<file path="src/design/cha_pkg.sv">
// Package with constants, the arctangent table and types for the compass heading pipeline.
package cha_pkg;

  localparam int ANGLE_FRAC_BITS = 13;
  localparam int ITERATIONS      = 16;
  localparam int TABLE_LEN       = 24;
  localparam int PRESCALE_SHIFT  = 14;

  localparam int IN_W  = 16;
  localparam int OUT_W = 16;
  localparam int XY_W  = 33;
  localparam int Z_W   = 36;
  localparam int A_W   = 34;

  localparam int LATENCY = ITERATIONS + 3;

  localparam logic signed [Z_W-1:0] Q30_PI     = 36'sd3373259426;
  localparam logic signed [Z_W-1:0] Q30_TWO_PI = 36'sd6746518852;

  localparam int ROUND_SHIFT = 30 - ANGLE_FRAC_BITS;
  localparam logic [A_W-1:0] ROUND_HALF = A_W'(64'd1 << (ROUND_SHIFT - 1));
  localparam logic [A_W-1:0] HEADING_TOP =
    A_W'(((64'd6746518852 + (64'd1 << (ROUND_SHIFT - 1))) >> ROUND_SHIFT) - 64'd1);

  localparam logic [31:0] ATAN_TABLE [TABLE_LEN] = '{
    32'd843314857, 32'd497837829, 32'd263043837, 32'd133525159, 32'd67021687,
    32'd33543516,  32'd16775851,  32'd8388437,   32'd4194283,   32'd2097149,
    32'd1048576,   32'd524288,    32'd262144,    32'd131072,    32'd65536,
    32'd32768,     32'd16384,     32'd8192,      32'd4096,      32'd2048,
    32'd1024,      32'd512,       32'd256,       32'd128
  };

  typedef struct packed {
    logic y_zero;
    logic y_pos;
    logic x_neg;
  } cha_flags_t;

endpackage

</file>
<file path="src/design/compass_heading_atan2.sv">
// Top level: pipelined CORDIC that turns an X/Y magnetometer reading into a heading.
// A reading passes through the fold register, one CORDIC register per iteration, the angle
// register and the output register; done_o is high while heading_o holds the result.
// Throughput: one transfer per cycle; busy_o stays low, and one CORDIC stage per iteration
// plus a fold stage and two output stages make up the pipeline.
// The receiver cannot stall, so every result is shown on heading_o for one cycle.
// Reset clears only the valid bits of the pipeline; payload registers are not reset.
module compass_heading_atan2
  import cha_pkg::*;
(
  input  logic                    clk_i,
  input  logic                    rst_ni,
  input  logic                    start_i,
  output logic                    busy_o,
  input  logic signed [IN_W-1:0]  mag_x_i,
  input  logic signed [IN_W-1:0]  mag_y_i,
  output logic                    done_o,
  output logic        [OUT_W-1:0] heading_o
);

  logic                    vld_q   [ITERATIONS+1];
  logic signed [XY_W-1:0]  x_q     [ITERATIONS+1];
  logic signed [XY_W-1:0]  y_q     [ITERATIONS+1];
  logic signed [Z_W-1:0]   z_q     [ITERATIONS+1];
  cha_flags_t              flags_q [ITERATIONS+1];

  logic                    accept;
  logic signed [XY_W-1:0]  x_ext, y_ext;
  logic signed [XY_W-1:0]  x0_d, y0_d;
  logic signed [Z_W-1:0]   z0_d;
  cha_flags_t              flags0_d;

  assign busy_o = 1'b0;
  assign accept = start_i && !busy_o;

  always_comb begin
    x_ext = XY_W'(mag_x_i) <<< PRESCALE_SHIFT;
    y_ext = XY_W'(mag_y_i) <<< PRESCALE_SHIFT;
    flags0_d.x_neg  = mag_x_i[IN_W-1];
    flags0_d.y_zero = (mag_y_i == '0);
    flags0_d.y_pos  = !mag_y_i[IN_W-1] && !flags0_d.y_zero;
    if (flags0_d.x_neg) begin
      x0_d = -x_ext;
      y0_d = -y_ext;
      z0_d = flags0_d.y_pos ? Q30_PI : -Q30_PI;
    end else begin
      x0_d = x_ext;
      y0_d = y_ext;
      z0_d = '0;
    end
  end

  always_ff @(posedge clk_i or negedge rst_ni) begin
    if (!rst_ni) begin
      vld_q[0] <= 1'b0;
    end else begin
      vld_q[0] <= accept;
    end
  end

  always_ff @(posedge clk_i) begin
    x_q[0]     <= x0_d;
    y_q[0]     <= y0_d;
    z_q[0]     <= z0_d;
    flags_q[0] <= flags0_d;
  end

  for (genvar g = 0; g < ITERATIONS; g++) begin : g_stage
    logic signed [XY_W-1:0] xs, ys, x_d, y_d;
    logic signed [Z_W-1:0]  z_d, step;

    always_comb begin
      xs   = x_q[g] >>> g;
      ys   = y_q[g] >>> g;
      step = Z_W'(signed'({1'b0, ATAN_TABLE[g % TABLE_LEN]}));
      if (y_q[g] > 0) begin
        x_d = x_q[g] + ys;
        y_d = y_q[g] - xs;
        z_d = z_q[g] + step;
      end else begin
        x_d = x_q[g] - ys;
        y_d = y_q[g] + xs;
        z_d = z_q[g] - step;
      end
    end

    always_ff @(posedge clk_i or negedge rst_ni) begin
      if (!rst_ni) begin
        vld_q[g+1] <= 1'b0;
      end else begin
        vld_q[g+1] <= vld_q[g];
      end
    end

    always_ff @(posedge clk_i) begin
      x_q[g+1]     <= x_d;
      y_q[g+1]     <= y_d;
      z_q[g+1]     <= z_d;
      flags_q[g+1] <= flags_q[g];
    end
  end

  logic signed [Z_W-1:0] zf, zc;
  logic        [A_W-1:0] ang_d, ang_q;
  logic        [A_W-1:0] hr;
  logic        [A_W-1:0] heading_d;
  logic        [OUT_W-1:0] heading_q;
  logic                  ang_vld_q, done_q;

  always_comb begin
    zf = z_q[ITERATIONS];
    if (flags_q[ITERATIONS].y_pos) begin
      if (zf < 0) begin
        zc = '0;
      end else if (zf > Q30_PI) begin
        zc = Q30_PI;
      end else begin
        zc = zf;
      end
    end else begin
      if (zf >= 0) begin
        zc = '1;
      end else if (zf < -Q30_PI) begin
        zc = -Q30_PI;
      end else begin
        zc = zf;
      end
    end
    if (zc < 0) begin
      zc = zc + Q30_TWO_PI;
    end
    if (flags_q[ITERATIONS].y_zero) begin
      ang_d = flags_q[ITERATIONS].x_neg ? A_W'(Q30_PI) : '0;
    end else begin
      ang_d = A_W'(zc);
    end
  end

  always_comb begin
    hr = (ang_q + ROUND_HALF) >> ROUND_SHIFT;
    heading_d = (hr > HEADING_TOP) ? HEADING_TOP : hr;
  end

  always_ff @(posedge clk_i or negedge rst_ni) begin
    if (!rst_ni) begin
      ang_vld_q <= 1'b0;
      done_q    <= 1'b0;
    end else begin
      ang_vld_q <= vld_q[ITERATIONS];
      done_q    <= ang_vld_q;
    end
  end

  always_ff @(posedge clk_i) begin
    ang_q     <= ang_d;
    heading_q <= heading_d[OUT_W-1:0];
  end

  assign done_o    = done_q;
  assign heading_o = heading_q;

  a_latency : assert property (@(posedge clk_i) disable iff (!rst_ni)
    accept |-> ##(LATENCY) done_o)
    else $error("Accepted transfer did not produce a result after the pipeline latency.");

  a_no_spurious : assert property (@(posedge clk_i) disable iff (!rst_ni)
    done_o |-> $past(accept, LATENCY))
    else $error("Result strobe without a matching accepted transfer.");

  a_range : assert property (@(posedge clk_i) disable iff (!rst_ni)
    done_o |-> (A_W'(heading_o) <= HEADING_TOP))
    else $error("Heading exceeds a full turn.");

  a_east : assert property (@(posedge clk_i) disable iff (!rst_ni)
    (accept && (mag_y_i == '0) && !mag_x_i[IN_W-1]) |-> ##(LATENCY) (heading_o == '0))
    else $error("Reading on the positive X axis did not give a zero heading.");

endmodule

</file>
<file path="config.mk">
export PLATFORM = sky130hd
export DESIGN_NAME = compass_heading_atan2
export DESIGN_NICKNAME = d
export VERILOG_FILES = /design/src/design/cha_pkg.sv /design/src/design/compass_heading_atan2.sv
export SDC_FILE = /design/constraint.sdc
export NUM_CORES = 2
export LEC_CHECK = 0
export ABC_AREA = 0
export BUFFER_PORTS_ARGS = -buffer_cell sky130_fd_sc_hd__buf_2
export CAP_MARGIN = 20
export CELL_PAD_IN_SITES_DETAIL_PLACEMENT = 1
export CELL_PAD_IN_SITES_GLOBAL_PLACEMENT = 1
export CORE_MARGIN = 2
export CORE_UTILIZATION = 50
export DETAILED_ROUTE_END_ITERATION = 6
export PLACE_DENSITY = 0.86
export SETUP_SLACK_MARGIN = 0.3
export SLEW_MARGIN = 20
export SYNTH_ARGS = -nofsm -noshare
export SYNTH_HDL_FRONTEND = slang
export SYNTH_SLANG_ARGS = --single-unit
</file>
<file path="constraint.sdc">
create_clock -name clk_i -period 8.7 [get_ports clk_i]
set_clock_uncertainty 0.15 [all_clocks]
set_input_delay 1.74 -clock clk_i [delete_from_list [all_inputs] [get_ports clk_i]]
set_output_delay 1.74 -clock clk_i [all_outputs]
set_load 0.03 [all_outputs]
</file>
Word-level counts from Yosys, hierarchy flattened
Memory sizes are Yosys's and may differ from the RTL's.
Cells that the tools add are included.
Word-level totals
  output and inout port bits: 18
  memory bits (writable): 1785
  flip-flop bits (word level): 69
  memories kept: 4
  logic and storage cells: 210
Operators by class
  reductions and logical operators: 4
  $add $sub $neg: 99
  order comparisons: 22
  multiplexer cells: 60
Memories
  z_q: depth 17, bits a word 36, rd ports 17, clocked after Yosys merged registers in 0, write ports 17, line compass_heading_atan2.sv:24  | logic signed [Z_W-1:0] z_q [ITERATIONS+1];
  x_q: depth 17, bits a word 33, rd ports 16, clocked after Yosys merged registers in 0, write ports 17, line compass_heading_atan2.sv:22  | logic signed [XY_W-1:0] x_q [ITERATIONS+1];
  y_q: depth 17, bits a word 33, rd ports 16, clocked after Yosys merged registers in 0, write ports 17, line compass_heading_atan2.sv:23  | logic signed [XY_W-1:0] y_q [ITERATIONS+1];
  flags_q: depth 17, bits a word 3, rd ports 17, clocked after Yosys merged registers in 0, write ports 17, line compass_heading_atan2.sv:25  | cha_flags_t flags_q [ITERATIONS+1];
Operators by type and width (number)
  33-bit two-way mux: 34
  36-bit two-way mux: 23
  33-bit by 1-bit greater-than comparator with 1-bit output, second input constant: 16
  36-bit by 22-bit adder with 36-bit output, second input constant: 2
  36-bit by 1-bit < comparator with 1-bit output, second input constant: 2
  36-bit by 22-bit subtractor with 36-bit output, second input constant: 2
  34-bit two-way mux: 2
  33-bit by 18-bit adder with 33-bit output: 2
  33-bit by 19-bit adder with 33-bit output: 2
  33-bit by 20-bit adder with 33-bit output: 2
  33-bit by 21-bit adder with 33-bit output: 2
  33-bit by 22-bit adder with 33-bit output: 2
  33-bit by 23-bit adder with 33-bit output: 2
  33-bit by 24-bit adder with 33-bit output: 2
  33-bit by 25-bit adder with 33-bit output: 2
  33-bit by 26-bit adder with 33-bit output: 2
  33-bit by 27-bit adder with 33-bit output: 2
  33-bit by 28-bit adder with 33-bit output: 2
  33-bit by 29-bit adder with 33-bit output: 2
  33-bit by 30-bit adder with 33-bit output: 2
  33-bit by 31-bit adder with 33-bit output: 2
  33-bit by 32-bit adder with 33-bit output: 2
  30-bit negation with 33-bit output: 2
  33-bit by 18-bit subtractor with 33-bit output: 2
  54 further kinds: 70

Longest topological paths before layout
An unclocked memory read counts as a cell.
  depth after elaboration: 8
  gate-level depth with buffers: 27
  depth with buffers taken out: 24

Worst setup path before layout
OpenSTA, ideal clock, no wires.
  path type: reg-to-reg
  start: memory y_q[8][14], in the netlist y_q[0][278]
  end: memory x_q[9][32], in the netlist x_q[0][329]
  stages on the path, launching flop included: 25
  data required time: 8.478 ns
  arrival: 6.419 ns
  clock period less this slack: 6.641 ns
  slack: 2.059 ns
  library setup time: 0.072 ns
  cells stage by stage: dfxtp_1 -> or4_1 -> or3_4 -> or4_4 -> or4_1 -> or3_1 -> nor3_2 -> nand3_2 -> nor2_2 -> nor2_1 -> inv_2 -> buf_2 -> mux2i_1 -> fa_1 -> a21oi_1 -> o211ai_1 -> o21a_1 -> and3_1 -> o41ai_1 -> a21boi_0 -> a311o_1 -> a2111oi_0 -> o21bai_1 -> a21oi_1 -> xnor2_1
RTL lines (line)
  from (decl): compass_heading_atan2.sv:23
  to (decl): compass_heading_atan2.sv:22

==> run metrics <==
Setup violations, final=0; Setup CP Type=reg2reg; synthesis warning total=0; post-synthesis to final-layout area growth=9.35%; CTS Buf Count=between 150 and 200; share of the synthesized area in the top cell type=29.8%; Worst-path clk slew=0.06 ns; cell area after synthesis=just over 100000 µm²; max-slew headroom at the worst pin=between 10% and 20%; post-route worst hold slack=0.168 ns; 1st-iter DRT viols=5654; vias after detailed routing=89000; share of the clock period used by the worst path after layout=~87%; TritonCTS clock tree=built; commonest non-fill, non-tap cells in the layout=sky130_fd_sc_hd__dfxtp_1 (1523), sky130_fd_sc_hd__ha_1 (1269), sky130_fd_sc_hd__xnor2_1 (1218); most common library cell in the layout ignoring fill and taps=sky130_fd_sc_hd__dfxtp_1; pin count of the biggest net entering global routing=58; total count of hold-check failures in the final report=0; Max Root-Sink Buffers=3; maximum operating frequency=roughly 130 MHz; maximum fanout along the worst path=50; Post-Syn Instances=approximately 12000; count of cells resized by post-cts repair=0; category of the worst setup path launch point=flip-flop; post-CTS setup buffer count=0; final core area utilization=between 50% and 60%; placed inst area=106000 µm²; number of nets with antenna violations after detailed routing=0; iteration count of the initial detailed-routing pass=6; cell with the biggest individual delay on the critical path=sky130_fd_sc_hd__or4_1; initial antenna violation count=14; sequential cell area=31000 µm²; layout cells sized above 1=approximately 4.4%; number of synthesized flops with an enable pin=0; total negative setup slack=0 ns; multi-input combinational cell area=about 70000 µm²; global-route wire length before repair=about 510 mm; Die Area=roughly 210000 µm²; async set-or-reset flop fraction in the synthesized netlist=~1.2%; Layout fillers=23700; overall die width=~460 µm; Final Max Slew Viols=0; syn avg cell area=around 8.7 µm²; max capacitance violation total=0; sequential share of the synthesized area=30.3%; slew at the pin with the worst max-slew slack=1.23 ns; Starting Density=around half; dominant cells by area after synthesis=sky130_fd_sc_hd__dfxtp_1 (30%), sky130_fd_sc_hd__ha_1 (16%), sky130_fd_sc_hd__xnor2_1 (10%); clock root buffer=sky130_fd_sc_hd__clkbuf_16; estimated wirelength of the detail-placed design=about 250 mm; overall routing resource usage=about 30%; number of sinks on the clock net=~1500; DR DRC count=0; Worst Hold Class=reg2reg; library cell occupying the most area in the post-synthesis netlist=sky130_fd_sc_hd__dfxtp_1; port bufs=51; number of global-route vias before repair=94100; height of the chip=~460 µm; required time of the worst setup path=~9.3 ns; post-detailed-route via-to-cell ratio=6.06; Most common cell on crit path=sky130_fd_sc_hd__nand2_1; dominant synthesized flop cell=sky130_fd_sc_hd__dfxtp_1; Final Instance Area=around 110000 µm²; number of rows in the core area=around 170; count of state elements after synthesis=1542; arrival time reported for the critical path endpoint=roughly 8.2 ns; number of H-tree branching levels=4; total wire length after detailed routing=320 mm; setup repair after global routing missed its margin=false; CP cell instances=or4_1 > nor3_1 > nand2_1 > nor2_1 > nand2_1 > nor4_1 > nand3_1 > or4_1 > nor2b_4 > buf_4 > nand2_1 > o21ai_0 > fa_1 > a21o_1 > a21oi_1 > o22ai_1 > o21ai_0 > a31oi_1 > a211oi_1 > nor2_1 > a2111o_1 > a21o_1 > a21oi_1 > xor2_1; element type at the critical path end=flip-flop; top-level I/O count=53; GRT Residual Overflow=0; clock latency at the later pin of the worst-skew pair=about 0.86 ns; area inside the core boundary=between 200000 and 250000 µm²; outcome=finished, final reports clean; number of library cell types mapped by synthesis=~90; routed length per instance=21.8 µm; total of hold buffers inserted after clock tree synthesis=0; crit-path max cell delay=between 0.6 and 0.7 ns; post-layout min period=7.57 ns; net count of the finished layout=13200; weighted congestion reported at the end of routability-driven placement=between 0.9 and 1
[state kept, by name (all words and copies together), names as in the netlist, 16 cells and up]
register   flops
y_q          463
x_q          413
ang_q         18
vld_q         17
flags_q       51
heading_o     16
z_q          562
[cell usage after synthesis (all sizes together) (23+ instances only)]
cell type / number
or2: 60
nor4: 109
o211ai: 48
a21oi: 1066
xnor2: 1218
nand2b: 181
inv: 473
a31o: 34
nand4: 48
nand3b: 23
nand2: 670
a21boi: 55
or4: 71
o31a: 29
o41ai: 72
fa: 35
ha: 1269
a2111oi: 24
or3: 114
a31oi: 86
nor2: 979
o21bai: 147
nand3: 265
a21o: 441
a211oi: 103
clkbuf: 130
dfxtp: 1523
o31ai: 161
and2: 59
and3: 119
xor2: 475
o21a: 190
mux2i: 24
nor2b: 139
buf: 23
o21ai: 619
a311oi: 23
a211o: 31
nor3: 312
[path summary, 6_finish.rpt]
kind                            cells after the start        start  slack, ns           to
min in group asynchronous                           1       rst_ni       0.73     vld_q[3]
max in group asynchronous                           1       rst_ni       7.31     vld_q[0]
worst max-delay path                               24  y_q[0][209]       1.13  y_q[0][263]
worst max register to register                     24  y_q[0][209]       1.13  y_q[0][263]
worst min-delay path                                0  z_q[0][443]       0.17  z_q[0][479]
worst min register to register                      0  z_q[0][443]       0.17  z_q[0][479]
[critical path, delay by kind of cell (launching register included)]
family	cells	cell delay, ns
compound gates	10	2.68
xor+xnor	1	0.17
fa+ha+maj	1	0.49
buf+inv	1	0.34
flops	1	0.35
simple gates	11	3.28
[cell type report]
class / instances / share of cell area (%)
Multi-Input combinational cell: 9603 / 61.7
Sequential cell: 1542 / 27.7
Clock buffer: 219 / 4.25
Tap cell: 2672 / 2.99
Inverter: 476 / 1.60
Clock inverter: 90 / 1.30
Timing Repair Buffer: 88 / 0.477
Antenna cell: 4 / 0.00896
[cell families (layout without fill, tap and decap cells)]
group	Yosys count	count (layout)	share of synthesized area [%]
compound gates	3331	3331	20.8
xor+xnor	1693	1693	14.5
fa+ha+maj	1304	1304	16.2
buf+inv	629	873	2.34
flops	1542	1542	30.3
mux	40	40	0.411
other cells	1	8	0.00367
simple gates	3231	3231	15.4
[metrics by stage]
stage	setup WS, ns	cells
3_3_place_gp	1.44	14400
6_report	1.13	14700
3_5_place_dp	1.31	14400
2_1_floorplan	2.06	11800
4_1_cts	1.18	14700
5_1_grt	0.453	14700
[metal layers]
layer	global-route usage (%)	vias to the layer above	wire [µm]
met3	3.63	674	14800
met1	37.5	43600	139000
li1	-	42600	-
met5	0	-	15
met4	12.6	2	13800
met2	51.4	2085	152000
Power is not shown: default switching activity piles up to over one toggle a cycle in this logic, so the estimate is an artifact.
